==> src/rtl/core/x86_mov_instruction_decoder_macros.svh <==
// Assertion macros shared by the MOV decoder RTL.
`ifndef X86_MOV_INSTRUCTION_DECODER_MACROS_SVH
`define X86_MOV_INSTRUCTION_DECODER_MACROS_SVH

// Same-cycle implication, checked outside reset.
`define XMD_ASSERT_IMPL(label, ante, cons, msg) \
    label: assert property (@(posedge i_clk) disable iff (!i_rst_n) (ante) |-> (cons)) \
        else $error(msg);

// Next-cycle implication, checked outside reset.
`define XMD_ASSERT_NEXT(label, ante, cons, msg) \
    label: assert property (@(posedge i_clk) disable iff (!i_rst_n) (ante) |=> (cons)) \
        else $error(msg);

`endif

==> src/rtl/core/xmd_pkg.sv <==
// Types and opcode constants of the MOV decoder.
package xmd_pkg;

    localparam logic [5:0] MOV_RM_OP  = 6'b100010;
    localparam logic [3:0] MOV_IMM_OP = 4'b1011;
    localparam logic [2:0] RM_DIRECT  = 3'b110;
    localparam logic [1:0] MOD_NONE   = 2'b00;
    localparam logic [1:0] MOD_DISP16 = 2'b10;
    localparam logic [1:0] MOD_REG    = 2'b11;

    typedef enum logic [1:0] {
        ST_OK      = 2'd0,
        ST_UNKNOWN = 2'd1,
        ST_DIRECT  = 2'd2
    } t_status;

    // Role of a byte within its instruction.
    typedef enum logic [1:0] {
        KIND_OPCODE = 2'd0,
        KIND_MODRM  = 2'd1,
        KIND_LOW    = 2'd2,
        KIND_HIGH   = 2'd3
    } t_kind;

    // Classified byte passed from front to back.
    typedef struct packed {
        logic [7:0] data;
        t_kind      kind;
        logic       emit;
        t_status    status;
    } t_word;

    typedef struct packed {
        logic       form;
        logic       to_register;
        logic       wide;
        logic [1:0] mode_bits;
        logic [2:0] reg_code;
        logic [2:0] rm_code;
        logic [15:0] value;
        t_status    status;
    } t_result;

endpackage

==> src/rtl/core/x86_mov_instruction_decoder.sv <==
// Top level of the streaming 8086 MOV instruction decoder.
// Decodes a machine-code byte stream, one byte per word on the input channel, into
// MOV instructions of two forms: register/memory to or from register (100010dw, mod/reg/rm,
// then 0, 1 or 2 displacement bytes) and immediate to register (1011wreg, then 1 or 2 data
// bytes). One result word leaves on the byte that completes an instruction; bytes in the
// middle of an instruction produce nothing. Data values are little-endian and an 8-bit value
// is zero-extended. An opcode byte of neither form yields a status-unknown result with all
// other fields zero; mod 00 with rm 110 (direct address) yields a status-direct result on the
// mod/reg/rm byte, and decoding restarts at the next byte in both cases. The block takes one
// byte every cycle while the queue has room: the front classifier tags each byte in the cycle
// it is accepted, a small queue (QUEUE_DEPTH words) carries the tags, and the back assembler
// builds the result into an output register, so either side may stall without stopping the
// other until the queue fills.
module x86_mov_instruction_decoder #(
    parameter int QUEUE_DEPTH = 2
) (
    input  logic        i_clk,
    input  logic        i_rst_n,
    // byte input
    input  logic        i_valid,
    output logic        o_ready,
    input  logic [7:0]  i_code_byte,
    // result output
    output logic        o_valid,
    input  logic        i_ready,
    output logic        o_form,
    output logic        o_to_register,
    output logic        o_wide,
    output logic [1:0]  o_mode_bits,
    output logic [2:0]  o_reg_code,
    output logic [2:0]  o_rm_code,
    output logic [15:0] o_value,
    output logic [1:0]  o_status
);

    logic           queue_ready;
    logic           push;
    xmd_pkg::t_word push_word;
    logic           queue_valid;
    xmd_pkg::t_word queue_word;
    logic           back_ready;
    xmd_pkg::t_result result;

    // front: phase tracking and byte tagging
    xmd_front u_front (
        .i_clk         (i_clk),
        .i_rst_n       (i_rst_n),
        .i_valid       (i_valid),
        .i_code_byte   (i_code_byte),
        .i_queue_ready (queue_ready),
        .o_ready       (o_ready),
        .o_push        (push),
        .o_word        (push_word)
    );

    // tagged-byte queue decouples the two halves
    xmd_fifo #(
        .DEPTH (QUEUE_DEPTH)
    ) u_fifo (
        .i_clk       (i_clk),
        .i_rst_n     (i_rst_n),
        .i_push      (push),
        .i_push_word (push_word),
        .o_ready     (queue_ready),
        .o_valid     (queue_valid),
        .o_word      (queue_word),
        .i_pop       (queue_valid && back_ready)
    );

    // back: field assembly and output register
    xmd_back u_back (
        .i_clk    (i_clk),
        .i_rst_n  (i_rst_n),
        .i_valid  (queue_valid),
        .i_word   (queue_word),
        .o_ready  (back_ready),
        .o_valid  (o_valid),
        .o_result (result),
        .i_ready  (i_ready)
    );

    assign o_form        = result.form;
    assign o_to_register = result.to_register;
    assign o_wide        = result.wide;
    assign o_mode_bits   = result.mode_bits;
    assign o_reg_code    = result.reg_code;
    assign o_rm_code     = result.rm_code;
    assign o_value       = result.value;
    assign o_status      = result.status;

endmodule

==> src/rtl/core/xmd_fifo.sv <==
// Small register queue between front and back.
module xmd_fifo #(
    parameter int DEPTH = 2
) (
    input  logic          i_clk,
    input  logic          i_rst_n,
    input  logic          i_push,
    input  xmd_pkg::t_word i_push_word,
    output logic          o_ready,
    output logic          o_valid,
    output xmd_pkg::t_word o_word,
    input  logic          i_pop
);
    `include "x86_mov_instruction_decoder_macros.svh"

    localparam int PTR_W = (DEPTH > 1) ? $clog2(DEPTH) : 1;
    localparam int CNT_W = $clog2(DEPTH + 1);

    xmd_pkg::t_word r_mem [DEPTH];
    logic [PTR_W-1:0] r_wr_ptr, n_wr_ptr;
    logic [PTR_W-1:0] r_rd_ptr, n_rd_ptr;
    logic [CNT_W-1:0] r_count, n_count;

    assign o_ready = (r_count != CNT_W'(DEPTH));
    assign o_valid = (r_count != '0);
    assign o_word  = r_mem[r_rd_ptr];

    always_comb begin
        n_wr_ptr = r_wr_ptr;
        n_rd_ptr = r_rd_ptr;
        n_count  = r_count;
        if (i_push) begin
            n_wr_ptr = (r_wr_ptr == PTR_W'(DEPTH - 1)) ? '0 : r_wr_ptr + 1'b1;
        end
        if (i_pop) begin
            n_rd_ptr = (r_rd_ptr == PTR_W'(DEPTH - 1)) ? '0 : r_rd_ptr + 1'b1;
        end
        if (i_push && !i_pop) begin
            n_count = r_count + 1'b1;
        end else if (!i_push && i_pop) begin
            n_count = r_count - 1'b1;
        end
    end

    always_ff @(posedge i_clk) begin
        if (!i_rst_n) begin
            r_wr_ptr <= '0;
            r_rd_ptr <= '0;
            r_count  <= '0;
        end else begin
            r_wr_ptr <= n_wr_ptr;
            r_rd_ptr <= n_rd_ptr;
            r_count  <= n_count;
        end
    end

    always_ff @(posedge i_clk) begin
        if (i_push) begin
            r_mem[r_wr_ptr] <= i_push_word;
        end
    end

    `XMD_ASSERT_IMPL(a_no_overflow, i_push, o_ready || i_pop, "queue push while full")
    `XMD_ASSERT_IMPL(a_no_underflow, i_pop, o_valid, "queue pop while empty")
    `XMD_ASSERT_NEXT(a_count_up, i_push && !i_pop, r_count == $past(r_count) + 1'b1,
        "queue count did not grow on push")

endmodule

==> src/rtl/core/xmd_front.sv <==
// Byte classifier: tracks instruction phase and tags each byte.
module xmd_front (
    input  logic           i_clk,
    input  logic           i_rst_n,
    input  logic           i_valid,
    input  logic [7:0]     i_code_byte,
    input  logic           i_queue_ready,
    output logic           o_ready,
    output logic           o_push,
    output xmd_pkg::t_word o_word
);
    typedef enum logic [3:0] {
        PH_OPCODE = 4'b0001,
        PH_MODRM  = 4'b0010,
        PH_LOW    = 4'b0100,
        PH_HIGH   = 4'b1000
    } t_phase;

    t_phase r_phase, n_phase;
    logic   r_two_left, n_two_left;   // a high data byte follows the low one

    assign o_ready = i_queue_ready;
    assign o_push  = i_valid && i_queue_ready;

    always_comb begin
        n_phase       = r_phase;
        n_two_left    = r_two_left;
        o_word.data   = i_code_byte;
        o_word.kind   = xmd_pkg::KIND_OPCODE;
        o_word.emit   = 1'b0;
        o_word.status = xmd_pkg::ST_OK;
        unique case (r_phase)
            PH_MODRM: begin
                o_word.kind = xmd_pkg::KIND_MODRM;
                if (i_code_byte[7:6] == xmd_pkg::MOD_NONE &&
                    i_code_byte[2:0] == xmd_pkg::RM_DIRECT) begin
                    o_word.emit   = 1'b1;
                    o_word.status = xmd_pkg::ST_DIRECT;
                    n_phase       = PH_OPCODE;
                end else if (i_code_byte[7:6] == xmd_pkg::MOD_NONE ||
                             i_code_byte[7:6] == xmd_pkg::MOD_REG) begin
                    o_word.emit = 1'b1;
                    n_phase     = PH_OPCODE;
                end else begin
                    n_two_left = (i_code_byte[7:6] == xmd_pkg::MOD_DISP16);
                    n_phase    = PH_LOW;
                end
            end
            PH_LOW: begin
                o_word.kind = xmd_pkg::KIND_LOW;
                if (r_two_left) begin
                    n_phase = PH_HIGH;
                end else begin
                    o_word.emit = 1'b1;
                    n_phase     = PH_OPCODE;
                end
            end
            PH_HIGH: begin
                o_word.kind = xmd_pkg::KIND_HIGH;
                o_word.emit = 1'b1;
                n_phase     = PH_OPCODE;
            end
            default: begin
                // opcode position
                if (i_code_byte[7:2] == xmd_pkg::MOV_RM_OP) begin
                    n_phase = PH_MODRM;
                end else if (i_code_byte[7:4] == xmd_pkg::MOV_IMM_OP) begin
                    n_two_left = i_code_byte[3];
                    n_phase    = PH_LOW;
                end else begin
                    o_word.emit   = 1'b1;
                    o_word.status = xmd_pkg::ST_UNKNOWN;
                    n_phase       = PH_OPCODE;
                end
            end
        endcase
    end

    always_ff @(posedge i_clk) begin
        if (!i_rst_n) begin
            r_phase    <= PH_OPCODE;
            r_two_left <= 1'b0;
        end else if (o_push) begin
            r_phase    <= n_phase;
            r_two_left <= n_two_left;
        end
    end

endmodule

==> src/rtl/core/xmd_back.sv <==
// Instruction assembler: keeps opcode/modrm/low bytes, builds the result word.
module xmd_back (
    input  logic            i_clk,
    input  logic            i_rst_n,
    input  logic            i_valid,
    input  xmd_pkg::t_word  i_word,
    output logic            o_ready,
    output logic            o_valid,
    output xmd_pkg::t_result o_result,
    input  logic            i_ready
);
    `include "x86_mov_instruction_decoder_macros.svh"

    logic [7:0] r_opcode;
    logic [7:0] r_modrm;
    logic [7:0] r_low;
    logic       r_valid;
    xmd_pkg::t_result r_res, n_res;

    logic       take;
    logic [7:0] modrm_src;

    assign o_ready  = !r_valid || i_ready;
    assign take     = i_valid && o_ready;
    assign o_valid  = r_valid;
    assign o_result = r_res;

    assign modrm_src = (i_word.kind == xmd_pkg::KIND_MODRM) ? i_word.data : r_modrm;

    always_comb begin
        n_res        = '0;
        n_res.status = i_word.status;
        if (i_word.status != xmd_pkg::ST_UNKNOWN) begin
            if (r_opcode[7:4] == xmd_pkg::MOV_IMM_OP) begin
                n_res.form        = 1'b1;
                n_res.to_register = 1'b1;
                n_res.wide        = r_opcode[3];
                n_res.reg_code    = r_opcode[2:0];
            end else begin
                n_res.to_register = r_opcode[1];
                n_res.wide        = r_opcode[0];
                n_res.mode_bits   = modrm_src[7:6];
                n_res.reg_code    = modrm_src[5:3];
                n_res.rm_code     = modrm_src[2:0];
            end
            unique case (i_word.kind)
                xmd_pkg::KIND_LOW:  n_res.value = {8'h00, i_word.data};
                xmd_pkg::KIND_HIGH: n_res.value = {i_word.data, r_low};
                default:            n_res.value = '0;
            endcase
        end
    end

    always_ff @(posedge i_clk) begin
        if (!i_rst_n) begin
            r_valid  <= 1'b0;
            r_opcode <= '0;
            r_modrm  <= '0;
            r_low    <= '0;
        end else begin
            if (take && i_word.emit) begin
                r_valid <= 1'b1;
            end else if (i_ready) begin
                r_valid <= 1'b0;
            end
            if (take) begin
                unique case (i_word.kind)
                    xmd_pkg::KIND_OPCODE: begin
                        if (!i_word.emit) begin
                            r_opcode <= i_word.data;
                        end
                    end
                    xmd_pkg::KIND_MODRM: r_modrm <= i_word.data;
                    xmd_pkg::KIND_LOW:   r_low   <= i_word.data;
                    default: ;
                endcase
            end
        end
    end

    always_ff @(posedge i_clk) begin
        if (take && i_word.emit) begin
            r_res <= n_res;
        end
    end

    `XMD_ASSERT_IMPL(a_unknown_zero,
        r_valid && r_res.status == xmd_pkg::ST_UNKNOWN,
        !r_res.form && r_res.value == '0 && r_res.reg_code == '0,
        "unknown opcode result carries fields")
    `XMD_ASSERT_IMPL(a_direct_fields,
        r_valid && r_res.status == xmd_pkg::ST_DIRECT,
        !r_res.form && r_res.mode_bits == xmd_pkg::MOD_NONE &&
        r_res.rm_code == xmd_pkg::RM_DIRECT && r_res.value == '0,
        "direct address result malformed")
    `XMD_ASSERT_IMPL(a_imm_fields, r_valid && r_res.form,
        r_res.to_register && r_res.mode_bits == '0 && r_res.rm_code == '0,
        "immediate result malformed")

endmodule

==> config.mk <==
export PLATFORM = sky130hd
export DESIGN_NAME = x86_mov_instruction_decoder
export DESIGN_NICKNAME = d
export VERILOG_FILES = /design/src/rtl/core/xmd_pkg.sv /design/src/rtl/core/x86_mov_instruction_decoder.sv /design/src/rtl/core/xmd_fifo.sv /design/src/rtl/core/xmd_front.sv /design/src/rtl/core/xmd_back.sv
export VERILOG_INCLUDE_DIRS = /design/src /design/src/rtl/core
export SDC_FILE = /design/constraint.sdc
export NUM_CORES = 1
export LEC_CHECK = 0
export ABC_CLOCK_PERIOD_IN_PS = 3900
export BUFFER_PORTS_ARGS = -buffer_cell sky130_fd_sc_hd__buf_2
export CAP_MARGIN = 40
export CELL_PAD_IN_SITES_DETAIL_PLACEMENT = 1
export CELL_PAD_IN_SITES_GLOBAL_PLACEMENT = 1
export CORE_MARGIN = 2
export CORE_UTILIZATION = 51
export DETAILED_ROUTE_END_ITERATION = 12
export GPL_TIMING_DRIVEN = 0
export PLACE_DENSITY_LB_ADDON = 0.25
export SYNTH_ARGS = -nofsm -noshare
export SYNTH_HDL_FRONTEND = slang
export SYNTH_HIERARCHICAL = 1
export SYNTH_SLANG_ARGS = --single-unit
==> constraint.sdc <==
create_clock -name i_clk -period 3.9 [get_ports i_clk]
set_input_delay 0.78 -clock i_clk [delete_from_list [all_inputs] [get_ports i_clk]]
set_output_delay 0.78 -clock i_clk [all_outputs]
set_load 0.01 [all_outputs]
==> key figures, run 1 <==
Timing
  • Min setup slack post-route: 1.70 ns
  • Least-Margin Pin Slew: 0.691 ns
  • Final setup vio count: 0
  • Fin crit share: 56.3%
  • Pins Over Slew Limit: 0
  • Final hold viol count: 0
  • Max Clk Rate: 455 MHz
  • RSZ-0062 raised after global routing: no
  • Max Clock Skew: 0.0157 ns
  • Min cycle time layout: 2.20 ns
  • Setup TNS: 0 ns
  • Max_slew headroom: 53.9%

Setup path
  • Slowest cell on crit path: nor3b_2
  • Reg2Reg Depth: 5
  • WP data required: 4.12 ns
  • Crit path cell chain: buf_2 -> mux2_1 -> nor2b_1 -> nor3b_2 -> a22o_1
  • Crit path largest cell delay: 0.46 ns
  • Crit path kind: reg2reg
  • Worst-path maximum fanout: 10
  • Startpoint types: flip-flop
  • CP Data Arrival Time: 2.41 ns
  • CP Capture Type: flip-flop
  • R2R setup slack: 1.70 ns

Pwr
  • Pwr per Cell Area: 638 nW/um^2
  • Clk network pwr share: 20.5%
  • Worst vdd ir: 0.000333 V
  • P_sw: 0.942 mW
  • Sequential fraction of design power: 47.8%
  • Switching Share: 33.7%
  • Pint: 1.86 mW
  • Leakage: 1.80 nW
  • Gate power share: 31.7%

Logic synthesis
  • Largest family of logic cells by synthesized area: simple AND/OR/NAND/NOR gates
  • Synth warn: 6
  • Synthesized area per cell: 12.8 um^2
  • Mux cell area share after synthesis: 11.1%
  • Post-synth EDFFs: 55
  • Netlist cell types: 50
  • Synth Area in Compound Gates: 6.55%
  • Asr flop ratio synth: 0%
  • Post-synthesis cell area: 3840 um^2
  • #FFs+latches synth: 90
  • Post-Synthesis Cells: 301
  • Top FF cell, synth: edfxtp_1
  • Sequential-to-total area share from yosys stat: 61.3%
  • Syn Nets: 316
  • Adder-Cell Fraction of Synth Area: 0.978%
  • Post-Synth Simple-Gate Area: 14.5%
  • Post-Synth XOR/XNOR Area: 1.14%

CTS
  • # H-tree levels: 3
  • CTS Root Cell: clkbuf_8
  • Clock Sink Count: 90
  • PostCTS Resize Cnt: 0
  • Worst-path clk slew: 0.10 ns
  • CTS tree: done
  • Clock tree buffer depth: 2
  • Hold-fix buffers at CTS: 0
  • Clk_lat worst skew: 0.36 ns
  • Post-CTS Setup Inserts: 0
  • CTS buffer count: 9

Job
  • Max cap viols: 0

Floorplan
  • IO Count: 43
  • Die Area: 8240 um^2
  • Chip height: 90.8 um
  • # rows: 31
  • Core area: 7250 um^2
  • Initial core utilization: 52.9%
  • Die X: 90.8 um

Final layout
  • Share of post-route cells with drive strength above 1: 25.2%
  • Fillers: 769
  • Final net count: 371
  • Area Overhead vs Synth: 14.2%
  • Antenna diodes: 0
  • Most frequent cells in the layout: edfxtp_1, nand2_1, buf_2
  • Most common cell after layout, fill and taps aside: edfxtp_1

Place
  • Gpl congestion: 0.769
  • Buffers on Ports: 42
  • Half-perimeter wire length after placement: 6150 um
  • Setup WS pre-CTS: 1.50 ns

GRT
  • Vias in the first global route: 2702
  • First-pass GRT wire length: 13600 um
  • Largest net degree at the start of global routing: 19
  • Initial antenna violation count: 0
  • Grt total ovfl: 0
  • GRT Resource Usage Total: 21.6%

Drt
  • Via count: 2503
  • Antenna Nets Post-Route: 0
  • Avg WL per Cell: 18.0 um
  • 1st-iter DRT viols: 93
  • Pre-antenna DRT Iters: 4
  • Vias per inst: 5.44
  • Total wire length: 8260 um
  • Remaining DRCs: 0

Hold path
  • Hold path depth: 2
  • Worst Hold Class: reg2reg

Run status
  • Status: completed
[worst paths after layout]
check                     from                 end
max                  flip-flop  u_back/o_result[2]
min reg2reg  u_back/r_modrm[0]   u_back/r_modrm[0]
min          u_back/r_modrm[0]   u_back/r_modrm[0]
max reg2reg          flip-flop  u_back/o_result[2]
[stage by stage]
stage,util [%],area [um^2],power [mW],instances,hold slack (ns)
global route,60.5,4390,2.95,460,0.504
CTS,60.5,4390,2.82,460,0.476
floorplan,-,3840,1.91,301,0.433
detailed placement,58.0,4210,2.25,444,0.459
finish,60.5,4390,2.80,460,0.475
global placement,57.5,4170,2.16,442,0.446
[registers in the layout (all words and copies together), names as in the netlist, named ones only]
| register | cells |
|---|---|
| u_back/o_result | 29 |
| u_back/o_valid | 1 |
| u_back/r_low | 8 |
| u_back/r_modrm | 8 |
| u_back/r_opcode | 8 |
| u_fifo/r_count | 2 |
| u_fifo/r_mem | 26 |
| u_fifo/r_rd_ptr | 1 |
| u_fifo/r_wr_ptr | 1 |
| u_front/r_phase | 4 |
| u_front/r_two_left | 1 |
[logic make-up (layout without fill, tap and decap cells)]
logic type / after synthesis / in the layout
AOI/OAI and AO/OA: 34 / 34
adders and majority gates: 3 / 3
DFF: 90 / 90
buffers and inverters: 29 / 89
xor gates and xnor gates: 5 / 5
muxes: 41 / 41
and+or+nand+nor: 99 / 99
[power groups by stage]
stage / Sequential (mW) / Clock, mW / Combinational, mW
detailed placement: 1.36 / 0 / 0.889
floorplan: 1.41 / 0 / 0.503
finish: 1.34 / 0.574 / 0.888
CTS: 1.34 / 0.588 / 0.894
global route: 1.36 / 0.623 / 0.964
global placement: 1.35 / 0 / 0.805
[worst max-delay path: cells and delay by family, from the launching register on]
| kind | cells | cell delay [ns] |
|---|---|---|
| and+or+nand+nor | 2 | 0.66 |
| AOI/OAI and AO/OA | 1 | 0.26 |
| muxes | 1 | 0.44 |
| DFF | 1 | 0.41 |
| buffers and inverters | 1 | 0.30 |
[metal layers]
layer | up-vias | global-route usage, % | wire length, um
met5 | - | 0 | 0
met1 | 1235 | 24.7 | 3340
li1 | 1178 | - | -
met2 | 67 | 37.9 | 4270
met4 | 0 | 11.0 | 320
met3 | 23 | 4.67 | 330
[cells in the mapped netlist (all sizes together) (2+ instances only)]
cell type	count	area [um^2]
a21boi	3	22.5
a21oi	8	43.8
a22o	8	70.1
and2	17	106
and3	2	17.5
buf	18	130
clkbuf	3	11.3
dfxtp	35	701
edfxtp	55	1650
ha	3	37.5
inv	8	30.0
mux2	13	146
mux2i	28	280
nand2	48	180
nand2b	5	38.8
nand3	2	22.5
nand4b	4	35.0
nor2	5	18.8
nor2b	3	18.8
nor3	3	15.0
nor4b	3	47.5
o21a	2	15.0
o21ai	3	15.0
o2bb2ai	3	26.3
xnor2	2	17.5
xor2	3	26.3
[layout make-up]
cell class	count	area [um^2]	share of cell area [%]
Sequential cell	90	2350	53.6
Multi-Input combinational cell	182	1320	30.0
Timing Repair Buffer	44	245	5.59
Buffer	21	141	3.22
Clock buffer	9	124	2.82
Tap cell	99	124	2.82
Clock inverter	7	52.6	1.20
Inverter	8	30.0	0.685
Power figures use the tool's default switching activity.
==> run 2: changes to the inputs <==
--- a/config.mk
+++ b/config.mk
@@ -6,13 +6,13 @@
 export SDC_FILE = /design/constraint.sdc
 export NUM_CORES = 1
 export LEC_CHECK = 0
-export ABC_CLOCK_PERIOD_IN_PS = 3900
+export ABC_CLOCK_PERIOD_IN_PS = 2300
 export BUFFER_PORTS_ARGS = -buffer_cell sky130_fd_sc_hd__buf_2
 export CAP_MARGIN = 40
 export CELL_PAD_IN_SITES_DETAIL_PLACEMENT = 1
 export CELL_PAD_IN_SITES_GLOBAL_PLACEMENT = 1
 export CORE_MARGIN = 2
-export CORE_UTILIZATION = 51
+export CORE_UTILIZATION = 47
 export DETAILED_ROUTE_END_ITERATION = 12
 export GPL_TIMING_DRIVEN = 0
 export PLACE_DENSITY_LB_ADDON = 0.25
==> constraint.sdc (replaced) <==
create_clock -name i_clk -period 2.3 [get_ports i_clk]
set_input_delay 0.46 -clock i_clk [delete_from_list [all_inputs] [get_ports i_clk]]
set_output_delay 0.46 -clock i_clk [all_outputs]
set_load 0.01 [all_outputs]
==> run 2 against run 1 <==
  * Cell area up 0.74%
  * Global-route usage decreased by 1.5 points
  * Clock skew fell by 0.0064 ns
  * Sequential share of layout area fell by 0.39 points
  * Count of clock-buffer cells in the layout grew 3
  * Core utilization is 3.9 points lower
  * Combinational power increased by 69%
  * Maximum frequency increased by 3.2%
  * Die area grew 8.1%
  * Final cell count increased by 0.65%
  * Via count fell by 4.1%
  * Critical path depth grew 1
  * Critical path type unchanged
  * Largest cell class unchanged
==> key figures, run 2 (same netlist as run 1, synthesis figures left out) <==
Place
  • Placed Instances: 447
  • Buffers on Ports: 42
  • Placed inst area: 4210 um^2
  • Gpl congestion: 0.787
  • Half-perimeter wire length after placement: 5710 um
  • Setup WS pre-CTS: 0.120 ns

Timing
  • Min setup slack post-route: 0.172 ns
  • Final hold viol count: 0
  • Max_slew headroom: 51.3%
  • Pins Over Slew Limit: 0
  • Max Clk Rate: 470 MHz
  • Least-Margin Pin Slew: 0.730 ns
  • Setup TNS: 0 ns
  • RSZ-0062 raised after global routing: no
  • Fin crit share: 92.5%
  • Min cycle time layout: 2.13 ns
  • Final setup vio count: 0
  • Max Clock Skew: 0.00938 ns

Floorplan
  • # rows: 32
  • Die X: 94.4 um
  • Core area: 7810 um^2
  • IO Count: 43
  • Initial core utilization: 49.2%
  • Chip height: 94.4 um
  • Die Area: 8910 um^2

Pwr
  • Pint: 3.25 mW
  • Pwr Total: 4.81 mW
  • Gate power share: 31.1%
  • Switching Share: 32.6%
  • Clk network pwr share: 22.0%
  • Worst vdd ir: 0.000592 V
  • Pwr per Cell Area: 1090 nW/um^2
  • Leakage: 1.81 nW
  • Sequential fraction of design power: 46.9%
  • P_sw: 1.57 mW

Drt
  • Total wire length: 7960 um
  • Remaining DRCs: 0
  • Antenna Nets Post-Route: 0
  • Avg WL per Cell: 17.2 um
  • 1st-iter DRT viols: 107
  • Via count: 2400
  • Pre-antenna DRT Iters: 6
  • Vias per inst: 5.18

GRT
  • First-pass GRT wire length: 13100 um
  • Grt total ovfl: 0
  • Vias in the first global route: 2572
  • GRT Resource Usage Total: 20.0%
  • Largest net degree at the start of global routing: 19
  • Initial antenna violation count: 0

Final layout
  • Finished Layout Cells: 463
  • Max FFs per register: 29
  • Most frequent cells in the layout: edfxtp_1, nand2_1, buf_2
  • Post-route cell area: 4420 um^2
  • Antenna diodes: 0
  • Share of post-route cells with drive strength above 1: 24.9%
  • Most common cell after layout, fill and taps aside: edfxtp_1
  • Final net count: 371
  • Area Overhead vs Synth: 15.1%

Setup path
  • FF-to-FF End: u_back/o_result[8]
  • Startpoint types: flip-flop
  • Crit path kind: reg2reg
  • CP Data Arrival Time: 2.24 ns
  • R2R setup slack: 0.17 ns
  • Reg2Reg Depth: 6
  • CP Capture Type: flip-flop
  • Worst-path maximum fanout: 10
  • WP data required: 2.41 ns

CTS
  • PostCTS Resize Cnt: 0
  • Post-CTS Setup Inserts: 0
  • CTS tree: done
  • Clock tree buffer depth: 2
  • Hold-fix buffers at CTS: 0
  • # H-tree levels: 3
  • Clock Sink Count: 90
  • CTS buffer count: 9
  • CTS Root Cell: clkbuf_8
  • Clk_lat worst skew: 0.36 ns
  • Worst-path clk slew: 0.09 ns

Hold path
  • Hold path start: i_code_byte[0]
  • Hold Path Sink: u_fifo/r_mem[0][5]
  • Hold path depth: 2
  • Worst Hold Class: in2reg

Job
  • Max cap viols: 0

Run status
  • Status: completed
==> run 2: cell type report <==
type / count / area, um^2
flip-flops and latches: 90 / 2350
inverters: 8 / 30.0
fillers: 855 / 3390
plain buffers: 21 / 141
multi-input cells: 182 / 1320
clock buffers: 12 / 166
well taps: 102 / 128
repair buffers: 44 / 245
clock inverters: 4 / 32.5
==> run 2: through the flow <==
stage | hold slack, ns | util, %
finish | 0.388 | 56.6
global route | 0.376 | 56.6
CTS | 0.372 | 56.5
detailed placement | 0.454 | 54.0
global placement | 0.446 | 53.5
floorplan | 0.433 | -
==> run 2: worst max path at each step <==
stage	start	depth (start not counted)	end
after detailed placement	flip-flop	5	u_back/o_result[5]
after global placement	i_valid	4	u_fifo/r_mem[0][11]
after global routing	u_fifo/r_count[0]	5	u_fifo/r_mem[0][10]
after CTS	flip-flop	5	u_back/o_result[5]
after floorplan	flip-flop	6	u_back/o_result[8]
final	flip-flop	6	u_back/o_result[8]
==> run 2: critical path, stage by stage, from the launching register on <==
cell and delay (ns):
dfxtp_1 0.42, buf_2 0.30, mux2_1 0.46, and3_4 0.22
buf_6 0.13, buf_6 0.13, a22o_1 0.22
==> run 2: power by group through the flow <==
| stage | registers [mW] | logic (mW) | clock network, mW |
|---|---|---|---|
| 2_1_floorplan | 2.39 | 0.853 | 0 |
| 3_3_place_gp | 2.29 | 1.38 | 0 |
| 3_5_place_dp | 2.30 | 1.49 | 0 |
| 4_1_cts | 2.26 | 1.51 | 1.09 |
| 5_1_grt | 2.30 | 1.65 | 1.16 |
| 6_report | 2.26 | 1.50 | 1.06 |
==> run 2: per-layer routing <==
| metal | share of wire (%) | track usage, % | routed length [um] |
|---|---|---|---|
| met5 | 0 | 0 | 0 |
| met3 | 2.9 | 3.67 | 229 |
| met1 | 42 | 23.9 | 3360 |
| met2 | 52 | 35.3 | 4180 |
| met4 | 2.4 | 8.94 | 192 |
